===== config.mk =====
export PLATFORM = sky130hd
export DESIGN_NAME = figure_file_deframer
export DESIGN_NICKNAME = d
export VERILOG_FILES = /design/src/sv/fdf_pkg.sv /design/src/sv/fdf_front.sv /design/src/sv/fdf_queue.sv /design/src/sv/fdf_back.sv /design/src/sv/figure_file_deframer.sv
export VERILOG_INCLUDE_DIRS = /design/src /design/src/sv
export SDC_FILE = /design/constraint.sdc
export NUM_CORES = 1
export LEC_CHECK = 0
export ABC_AREA = 1
export ABC_CLOCK_PERIOD_IN_PS = 4700
export BUFFER_PORTS_ARGS = -buffer_cell sky130_fd_sc_hd__clkbuf_2
export CORE_MARGIN = 10
export CORE_UTILIZATION = 40
export CTS_BUF_LIST = sky130_fd_sc_hd__clkbuf_16
export DETAILED_ROUTE_END_ITERATION = 16
export GPL_TIMING_DRIVEN = 1
export SLEW_MARGIN = 20
export SYNTH_ARGS = -nofsm -noshare
export SYNTH_HDL_FRONTEND = slang
export SYNTH_SLANG_ARGS = --single-unit

===== constraint.sdc =====
create_clock -name clk -period 4.7 [get_ports clk]
set_clock_uncertainty 0.2 [all_clocks]
set_input_delay 0.235 -clock clk [delete_from_list [all_inputs] [get_ports clk]]
set_output_delay 0.235 -clock clk [all_outputs]
set_load 0.05 [all_outputs]

===== src/sv/figure_file_deframer_defines.svh =====
// Assertion macros shared by the figure file deframer RTL.
// Each macro expects clk and rst in scope; no other dependencies.
`ifndef FIGURE_FILE_DEFRAMER_DEFINES_SVH
`define FIGURE_FILE_DEFRAMER_DEFINES_SVH

// condition must hold at every edge out of reset
`define FDF_ASSERT_ALWAYS(lbl, cond, msg) \
  lbl: assert property (@(posedge clk) disable iff (rst) (cond)) else $error(msg);

// antecedent implies consequent in the same cycle
`define FDF_ASSERT_SAME(lbl, ante, cons, msg) \
  lbl: assert property (@(posedge clk) disable iff (rst) (ante) |-> (cons)) else $error(msg);

// antecedent implies consequent in the next cycle
`define FDF_ASSERT_NEXT(lbl, ante, cons, msg) \
  lbl: assert property (@(posedge clk) disable iff (rst) (ante) |=> (cons)) else $error(msg);

`endif


===== src/sv/fdf_pkg.sv =====
// Package for the figure file deframer: payload structs, phase enum, codes.
// No dependencies; imported by every module of the block.
`timescale 1ns / 1ps
`default_nettype none

package fdf_pkg;

  // record layout
  localparam int NAME_BYTES = 20;
  localparam int SECT_W     = 6;
  localparam logic [SECT_W-1:0] NAME_LAST = SECT_W'(NAME_BYTES);

  // characteristic byte fields
  localparam int INF_BIT   = 6;
  localparam int TYPE_HI   = 3;
  localparam int TYPE_LO   = 1;

  // polyline header fields
  localparam int COLOR_HI  = 15;
  localparam int COLOR_LO  = 13;
  localparam int PCNT_W    = 10;
  localparam int PBYTES_W  = 13;

  // field kind codes
  localparam logic [2:0] KIND_NAME  = 3'd0;
  localparam logic [2:0] KIND_CHAR  = 3'd1;
  localparam logic [2:0] KIND_COUNT = 3'd2;
  localparam logic [2:0] KIND_HDR   = 3'd3;
  localparam logic [2:0] KIND_POINT = 3'd4;

  // end-of-stream status codes
  localparam logic [1:0] ST_OK       = 2'd0;
  localparam logic [1:0] ST_END_HDR  = 2'd1;
  localparam logic [1:0] ST_END_POLY = 2'd2;

  // queue between parser and output stage
  localparam int QDEPTH = 2;
  localparam int QPTR_W = $clog2(QDEPTH);
  localparam int QCNT_W = $clog2(QDEPTH + 1);

  typedef enum logic [2:0] {
    PH_NAME   = 3'd0,
    PH_CHAR   = 3'd1,
    PH_CNT_LO = 3'd2,
    PH_CNT_HI = 3'd3,
    PH_HDR_LO = 3'd4,
    PH_HDR_HI = 3'd5,
    PH_POINTS = 3'd6
  } phase_t;

  typedef struct packed {
    logic [7:0] data_byte;
    logic       stream_end;
  } in_t;

  typedef struct packed {
    logic [2:0]        field_kind;
    logic [7:0]        byte_value;
    logic [2:0]        figure_type;
    logic              infinite_flag;
    logic [15:0]       polyline_count;
    logic [2:0]        line_color;
    logic [PCNT_W-1:0] point_count;
    logic [PCNT_W-1:0] point_index;
    logic [2:0]        coord_byte;
    logic              polyline_done;
    logic              figure_done;
    logic [1:0]        status;
  } out_t;

  // queue occupancy seen by both sides
  typedef struct packed {
    logic not_empty;
    logic full;
  } q_stat_t;

endpackage

`default_nettype wire


===== src/sv/fdf_front.sv =====
// Parser front end: accepts stream bytes, tracks record phase, builds tagged results.
// Depends on fdf_pkg and figure_file_deframer_defines.svh.
`timescale 1ns / 1ps
`default_nettype none

`include "figure_file_deframer_defines.svh"

module fdf_front (
  input  wire logic            clk,
  input  wire logic            rst,
  input  wire logic            src_valid,
  output logic                 src_stall,
  input  wire fdf_pkg::in_t    src_data,
  input  wire fdf_pkg::q_stat_t q_stat,
  output logic                 push,
  output fdf_pkg::out_t        entry
);
  import fdf_pkg::*;

  phase_t              phase, phase_next, phase_adv;
  logic [SECT_W-1:0]   section_count, section_count_next;
  logic [7:0]          held_low_byte, held_low_byte_next;
  logic [15:0]         polylines_left, polylines_left_next;
  logic [PBYTES_W-1:0] point_bytes_left, point_bytes_left_next;
  logic [PCNT_W-1:0]   current_point_count, current_point_count_next;

  logic [7:0]          b;
  logic [15:0]         word;
  logic [15:0]         pl_dec;
  logic                last_pl;
  logic [PCNT_W-1:0]   hdr_pcnt;
  logic [PBYTES_W-1:0] pbl_dec;
  logic [PBYTES_W-1:0] done_bytes;
  logic [SECT_W-1:0]   sect_inc;

  assign b          = src_data.data_byte;
  assign word       = {b, held_low_byte};
  assign pl_dec     = polylines_left - 16'd1;
  assign last_pl    = (pl_dec == 16'd0);
  assign hdr_pcnt   = word[PCNT_W-1:0];
  assign pbl_dec    = point_bytes_left - PBYTES_W'(1);
  assign done_bytes = {current_point_count, 3'b000} - point_bytes_left;
  assign sect_inc   = section_count + SECT_W'(1);

  assign src_stall = q_stat.full;
  assign push      = src_valid && !q_stat.full;

  // next phase
  always_comb begin
    case (phase)
      PH_CHAR:   phase_adv = PH_CNT_LO;
      PH_CNT_LO: phase_adv = PH_CNT_HI;
      PH_CNT_HI: phase_adv = (word == 16'd0) ? PH_NAME : PH_HDR_LO;
      PH_HDR_LO: phase_adv = PH_HDR_HI;
      PH_HDR_HI: begin
        if (hdr_pcnt == '0) phase_adv = last_pl ? PH_NAME : PH_HDR_LO;
        else                phase_adv = PH_POINTS;
      end
      PH_POINTS: begin
        if (pbl_dec == '0) phase_adv = last_pl ? PH_NAME : PH_HDR_LO;
        else               phase_adv = PH_POINTS;
      end
      default:   phase_adv = (sect_inc >= NAME_LAST) ? PH_CHAR : PH_NAME;
    endcase
    phase_next = src_data.stream_end ? PH_NAME : phase_adv;
  end

  // result fields and datapath registers
  always_comb begin
    entry                    = '0;
    entry.byte_value         = b;
    section_count_next       = section_count;
    held_low_byte_next       = held_low_byte;
    polylines_left_next      = polylines_left;
    point_bytes_left_next    = point_bytes_left;
    current_point_count_next = current_point_count;
    case (phase)
      PH_CHAR: begin
        entry.field_kind    = KIND_CHAR;
        entry.figure_type   = b[TYPE_HI:TYPE_LO];
        entry.infinite_flag = b[INF_BIT];
      end
      PH_CNT_LO: begin
        entry.field_kind   = KIND_COUNT;
        held_low_byte_next = b;
      end
      PH_CNT_HI: begin
        entry.field_kind     = KIND_COUNT;
        entry.polyline_count = word;
        if (word == 16'd0) entry.figure_done = 1'b1;
        else               polylines_left_next = word;
      end
      PH_HDR_LO: begin
        entry.field_kind   = KIND_HDR;
        held_low_byte_next = b;
      end
      PH_HDR_HI: begin
        entry.field_kind         = KIND_HDR;
        entry.line_color         = word[COLOR_HI:COLOR_LO];
        entry.point_count        = hdr_pcnt;
        current_point_count_next = hdr_pcnt;
        if (hdr_pcnt == '0) begin
          entry.polyline_done = 1'b1;
          entry.figure_done   = last_pl;
          polylines_left_next = pl_dec;
        end else begin
          point_bytes_left_next = {hdr_pcnt, 3'b000};
        end
      end
      PH_POINTS: begin
        entry.field_kind      = KIND_POINT;
        entry.point_index     = done_bytes[PBYTES_W-1:3];
        entry.coord_byte      = done_bytes[2:0];
        point_bytes_left_next = pbl_dec;
        if (pbl_dec == '0) begin
          entry.polyline_done = 1'b1;
          entry.figure_done   = last_pl;
          polylines_left_next = pl_dec;
        end
      end
      default: begin
        entry.field_kind   = KIND_NAME;
        section_count_next = (sect_inc >= NAME_LAST) ? '0 : sect_inc;
      end
    endcase

    if (src_data.stream_end) begin
      if (entry.figure_done) begin
        entry.status = ST_OK;
      end else if (phase_adv inside {PH_HDR_LO, PH_HDR_HI, PH_POINTS}) begin
        entry.status = ST_END_POLY;
      end else begin
        entry.status = ST_END_HDR;
      end
      section_count_next       = '0;
      held_low_byte_next       = '0;
      polylines_left_next      = '0;
      point_bytes_left_next    = '0;
      current_point_count_next = '0;
    end
  end

  always_ff @(posedge clk) begin
    if (rst) begin
      phase               <= PH_NAME;
      section_count       <= '0;
      held_low_byte       <= '0;
      polylines_left      <= '0;
      point_bytes_left    <= '0;
      current_point_count <= '0;
    end else if (push) begin
      phase               <= phase_next;
      section_count       <= section_count_next;
      held_low_byte       <= held_low_byte_next;
      polylines_left      <= polylines_left_next;
      point_bytes_left    <= point_bytes_left_next;
      current_point_count <= current_point_count_next;
    end
  end

  `FDF_ASSERT_SAME(a_status_only_at_end, push && (entry.status != ST_OK), src_data.stream_end, "status set without stream end")
  `FDF_ASSERT_NEXT(a_end_restarts, push && src_data.stream_end, (phase == PH_NAME) && (section_count == '0) && (polylines_left == 16'd0), "state not cleared after stream end")
  `FDF_ASSERT_NEXT(a_figure_done_to_name, push && entry.figure_done, phase == PH_NAME, "figure end did not return to name phase")
  `FDF_ASSERT_SAME(a_poly_done_kind, push && entry.polyline_done, (entry.field_kind == KIND_HDR) || (entry.field_kind == KIND_POINT), "polyline end on wrong field kind")

endmodule

`default_nettype wire


===== src/sv/fdf_queue.sv =====
// Two-entry queue of tagged results between the parser and the output stage.
// Depends on fdf_pkg and figure_file_deframer_defines.svh.
`timescale 1ns / 1ps
`default_nettype none

`include "figure_file_deframer_defines.svh"

module fdf_queue (
  input  wire logic             clk,
  input  wire logic             rst,
  input  wire logic             push,
  input  wire fdf_pkg::out_t    wr_data,
  input  wire logic             pop,
  output fdf_pkg::out_t         rd_data,
  output fdf_pkg::q_stat_t      q_stat
);
  import fdf_pkg::*;

  out_t              slots [QDEPTH];
  logic [QPTR_W-1:0] wr_ptr, rd_ptr;
  logic [QCNT_W-1:0] count;

  assign rd_data          = slots[rd_ptr];
  assign q_stat.not_empty = (count != '0);
  assign q_stat.full      = (count == QCNT_W'(QDEPTH));

  always_ff @(posedge clk) begin
    if (push) slots[wr_ptr] <= wr_data;
  end

  always_ff @(posedge clk) begin
    if (rst) begin
      wr_ptr <= '0;
      rd_ptr <= '0;
      count  <= '0;
    end else begin
      if (push) wr_ptr <= (wr_ptr == QPTR_W'(QDEPTH - 1)) ? '0 : wr_ptr + QPTR_W'(1);
      if (pop)  rd_ptr <= (rd_ptr == QPTR_W'(QDEPTH - 1)) ? '0 : rd_ptr + QPTR_W'(1);
      case ({push, pop})
        2'b10:   count <= count + QCNT_W'(1);
        2'b01:   count <= count - QCNT_W'(1);
        default: count <= count;
      endcase
    end
  end

  `FDF_ASSERT_ALWAYS(a_count_bound, count <= QCNT_W'(QDEPTH), "queue count beyond depth")
  `FDF_ASSERT_SAME(a_no_overflow, push, !q_stat.full || pop, "push into full queue")
  `FDF_ASSERT_SAME(a_no_underflow, pop, q_stat.not_empty, "pop from empty queue")
  `FDF_ASSERT_NEXT(a_count_up, push && !pop, count == $past(count) + QCNT_W'(1), "count did not advance on push")

endmodule

`default_nettype wire


===== src/sv/fdf_back.sv =====
// Output stage: drains the result queue into the registered result channel.
// Depends on fdf_pkg.
`timescale 1ns / 1ps
`default_nettype none

module fdf_back (
  input  wire logic             clk,
  input  wire logic             rst,
  input  wire fdf_pkg::q_stat_t q_stat,
  input  wire fdf_pkg::out_t    q_data,
  output logic                  pop,
  output logic                  res_valid,
  input  wire logic             res_stall,
  output fdf_pkg::out_t         res_data
);
  import fdf_pkg::*;

  // load when the register is empty or its transfer completes this cycle
  assign pop = q_stat.not_empty && (!res_valid || !res_stall);

  always_ff @(posedge clk) begin
    if (rst) begin
      res_valid <= 1'b0;
    end else if (!res_valid || !res_stall) begin
      res_valid <= q_stat.not_empty;
    end
  end

  always_ff @(posedge clk) begin
    if (pop) res_data <= q_data;
  end

endmodule

`default_nettype wire


===== src/sv/figure_file_deframer.sv =====
// Figure file deframer, top level; uses fdf_pkg, fdf_front, fdf_queue, fdf_back.
// Takes one stream byte per transfer and returns one tagged result per byte. Each
// record is NAME_BYTES name bytes, a characteristic byte, a little-endian polyline
// count, then per polyline a 16-bit header and eight bytes per point. Results
// carry the field kind, the byte itself, decoded header fields, the point and
// coordinate position of point bytes, and polyline/figure end flags. On the byte
// marked stream_end, status tells whether the stream stopped cleanly, inside a
// figure header, or inside polyline data; the parser then restarts at a name.
// Rate: one byte per clock while res_stall stays low. The parser's phase register
// updates every accepted byte, and a two-entry queue plus the output register let
// it keep taking bytes while a result waits. A byte's result enters the queue
// when the byte is taken and moves into the output register once that register
// is empty or its transfer completes; src_stall rises only when the queue is full.
`timescale 1ns / 1ps
`default_nettype none

module figure_file_deframer (
  input  wire logic          clk,
  input  wire logic          rst,
  input  wire logic          src_valid,
  output logic               src_stall,
  input  wire fdf_pkg::in_t  src_data,
  output logic               res_valid,
  input  wire logic          res_stall,
  output fdf_pkg::out_t      res_data
);
  import fdf_pkg::*;

  q_stat_t q_stat;
  out_t    entry;
  out_t    q_data;
  logic    push;
  logic    pop;

  // parser: record phase tracking and tagging
  fdf_front u_front (
    .clk       (clk),
    .rst       (rst),
    .src_valid (src_valid),
    .src_stall (src_stall),
    .src_data  (src_data),
    .q_stat    (q_stat),
    .push      (push),
    .entry     (entry)
  );

  // decouples parser from output backpressure
  fdf_queue u_queue (
    .clk     (clk),
    .rst     (rst),
    .push    (push),
    .wr_data (entry),
    .pop     (pop),
    .rd_data (q_data),
    .q_stat  (q_stat)
  );

  // registered result channel
  fdf_back u_back (
    .clk       (clk),
    .rst       (rst),
    .q_stat    (q_stat),
    .q_data    (q_data),
    .pop       (pop),
    .res_valid (res_valid),
    .res_stall (res_stall),
    .res_data  (res_data)
  );

endmodule

`default_nettype wire

==> impl_metrics.py <==
metrics = {
    "outcome": {
        "status": "complete, but fails checks",
        "violations": "hold timing",
    },
    "min_path": {
        "hold_class": "input port to flip-flop",
        "hold_depth": 4,
    },
    "sta": {
        "maxSlewViolCount": 0,
        "fin_tns_setup_ns": 0,
        "grt_setup_unrepaired": "false",
        "timing.fmax_ghz": 0.3517,
        "hold_ws_ns": -0.005677,
        "final.period_utilization_pct": 60.51,
        "setup_violations": 0,
        "finalCriticalPeriod_ns": 2.844,
        "hold_viol_final": 2,
        "worstMarginPinSlew_ns": 0.9712,
        "slew_headroom_pct": 35.18,
    },
    "clocking": {
        "path_clk_slew_ns": 0.06,
        "clock_tree.buffer_depth": 3,
        "clkSinkCount": 244,
        "insertion_delay_ns": 0.54,
        "cts_inserted_buffers": 26,
        "htreeDepth": 1,
        "root_buffer": "clkbuf_16",
        "cts_tree": "yes",
    },
    "place": {
        "gp_congestion": 0.8917,
        "port_buffers": 75,
        "dpl.hpwl_um": 15780,
    },
    "worst_setup_path": {
        "cp_data_arrival_time_ns": 3.05,
        "path_max_fanout": 32,
        "slowest_delay_ns": 0.45,
        "path_class": "flip-flop to flip-flop",
        "crit_cells": 9,
        "reg2reg_from": "u_front.phase[2]$_SDFFE_PP0P_",
        "cp-endpoint": "u_front.polylines_left[1]$_SDFFE_PP0P_",
        "reg2reg_to": "u_front.polylines_left[1]$_SDFFE_PP0P_",
        "reg2reg_slack_ns": 1.86,
        "cpMostUsedCell": "inv_1",
        "cp-end-kind": "flip-flop",
        "crit_family": "simple AND/OR/NAND/NOR gates",
        "cp-startpoint": "u_front.phase[2]$_SDFFE_PP0P_",
        "critPathRequiredTime_ns": 4.90,
        "cp_num_buf_inv": 2,
        "crit_slowest_cell": "dfxtp_1",
        "start_kind": "flip-flop",
        "r2r_cells": 9,
        "crit_chain": "nand2_1 > nor2_2 > inv_1 > nand3_1 > o21ai_0 > inv_1 > nand4_4 > a21oi_1 > nor2_1",
    },
    "logic_synthesis": {
        "avgSynthCellArea_um2": 9.451,
        "ys_ff_latch": 244,
        "ys_seq_area_share_pct": 62.78,
        "synth_most_common_cell": "nand2_1",
        "netlist_instances": 1132,
        "synth_area_leader_cell": "edfxtp_1",
        "syn_nets": 1162,
        "yosys_warnings": 0,
        "synth_top_area_share_pct": 51.36,
        "async_reset_ff_share_pct": 0,
        "yosys-top-cells-count": "388 x nand2_1, 183 x edfxtp_1, 126 x nor2_1",
        "synthTopCellsByArea": "edfxtp_1 51%, nand2_1 14%, dfxtp_1 11%",
        "synth-main-ff-cell": "edfxtp_1",
        "ys_types": 42,
        "synth_edf_count": 183,
        "netlist_area_mm2": 0.01070,
    },
    "floorplanning": {
        "row_count": 59,
        "die_area_mm2": 0.03369,
        "coreArea_mm2": 0.02621,
        "die_x_um": 183.5,
        "pin_count": 76,
        "initial_utilization_pct": 40.83,
        "die_y_um": 183.5,
    },
    "grt": {
        "grt_pass1_wl_um": 38810,
        "antenna_found_initial": 0,
        "grt_pass1_vias": 7434,
        "grt_max_degree": 63,
        "grt_usage_pct": 14.02,
        "gr-total-overflow": 0,
    },
    "power": {
        "clkPwrFrac_pct": 25.8,
        "total_power_uw": 7021,
        "power.share.switching_pct": 38.57,
        "irDropWorstVdd_uv": 282.1,
        "combPwrFrac_pct": 31.6,
        "internal-power_uw": 4313,
        "power_frac_seq_pct": 42.6,
        "power_switching_uw": 2708,
        "power_density_mw_per_mm2": 573.4,
        "p_leak_uw": 0.005078,
    },
    "detailed_routing": {
        "drtAntennaViolNets": 0,
        "vias": 7644,
        "avgViaCountPerCell": 4.881,
        "drt_iter0_markers": 557,
        "drc_errors": 0,
        "wl_per_cell_um": 15.25,
        "first_pass_iters": 5,
        "drt-total-wl_um": 23880,
    },
    "cells_and_area": {
        "drive_above_1_share_pct": 12.02,
        "nets": 1242,
        "syn2layout_area_growth_pct": 14.44,
        "diodes": 0,
    },
    "run": {
        "cap_violations": 0,
    },
}
==> final cells by class <==
type                    instances  area [um^2]
flip-flops and latches        244         6718
inverters                      87        326.6
clock buffers                  26        650.6
repair buffers                 91        518.0
clock inverters                21        110.1
multi-input cells             762         3502
fillers                      2447        13960
well taps                     335        419.2
==> per-stage QoR <==
stage | util, % | std cells | hold WS, ns | setup WS, ns | instance area (um^2)
CTS | 46.71 | 1566 | 0.02246 | 1.877 | 12240
global placement | 43.46 | 1510 | 0.2493 | 1.917 | 11390
global route | 46.72 | 1566 | 0.03210 | 1.493 | 12240
finish | 46.72 | 1566 | -0.005677 | 1.856 | 12240
floorplan | - | 1132 | 0.1339 | 0.7374 | 10700
detailed placement | 43.46 | 1510 | 0.2559 | 1.898 | 11390
==> worst min-delay path: stages <==
cell	delay [ns]
clkbuf_2	0.08
o21ai_2	0.19
nand2_1	0.11
a21oi_1	0.06
==> worst min path at each step <==
stage	startpoint	slack, ns	end
after floorplan	src_data[1]	0.13	u_queue.slots[0][50]$_DFFE_PP_
after global placement	u_front.held_low_byte[7]$_SDFFE_PP0P_	0.25	u_front.held_low_byte[7]$_SDFFE_PP0P_
after detailed placement	u_front.held_low_byte[3]$_SDFFE_PP0P_	0.26	u_front.held_low_byte[3]$_SDFFE_PP0P_
final	src_valid	-0.006	u_front.phase[1]$_SDFFE_PP0P_
after CTS	src_data[0]	0.02	u_front.point_bytes_left[2]$_SDFFE_PP0P_
after global routing	src_valid	0.03	u_front.phase[1]$_SDFFE_PP0P_
==> state kept, by name (all words and copies together), names as in the netlist <==
signal / flops
u_queue.slots: 122
u_back.res_data: 61
u_front.polylines_left: 16
u_front.point_bytes_left: 13
u_front.current_point_count: 10
u_front.held_low_byte: 8
u_front.section_count: 6
u_front.phase: 3
u_queue.count: 2
u_back.res_valid: 1
u_queue.rd_ptr: 1
u_queue.wr_ptr: 1
==> logic make-up after synthesis <==
family                     after synthesis  synth area share (%)
buffers and inverters                  126                 4.666
and+or+nand+nor                        580                 21.73
adders and majority gates               17                 1.988
xor gates and xnor gates                11                0.9006
DFF                                    244                 62.78
AOI/OAI and AO/OA                      154                 7.941
==> layout by cell type (no fill, tap or decap), drive strengths merged, types with 2 or more instances in the layout <==
master         n
dfxtp         61
clkinv        12
a21oi         85
buf            7
nor3           8
nor2         133
xnor2          2
xor2           9
nand2        392
dlygate4sd3    9
inv           95
nand3         35
edfxtp       183
ha            17
nand4         10
o21ai         51
o21bai         2
a211oi         3
clkbuf       101
o21a           5
==> power groups by stage <==
stage | clock network, uW | logic [uW] | registers [uW]
after global placement | 0 | 2230 | 3030
after floorplan | 0 | 835 | 3910
after detailed placement | 0 | 2250 | 3040
after global routing | 1950 | 2430 | 3030
after CTS | 1860 | 2270 | 2990
final | 1810 | 2220 | 2990
==> layer usage <==
metal | share of wire [%] | global-route usage (%) | wire length (um) | vias up
met5 | 0 | 0 | 0 | -
met4 | 1.5 | 3.508 | 352 | 0
met3 | 6.1 | 2.668 | 1459 | 26
met2 | 46 | 23.14 | 11010 | 176
met1 | 46 | 18.59 | 11060 | 3526
li1 | - | - | - | 3916
==> repair_timing <==
action	CTS	global route
endpoints found under the hold margin	32	0
setup buffers	0	0
hold buffers	9	0
resized for setup	0	0
No activity file was read; power rests on OpenSTA's default activity.
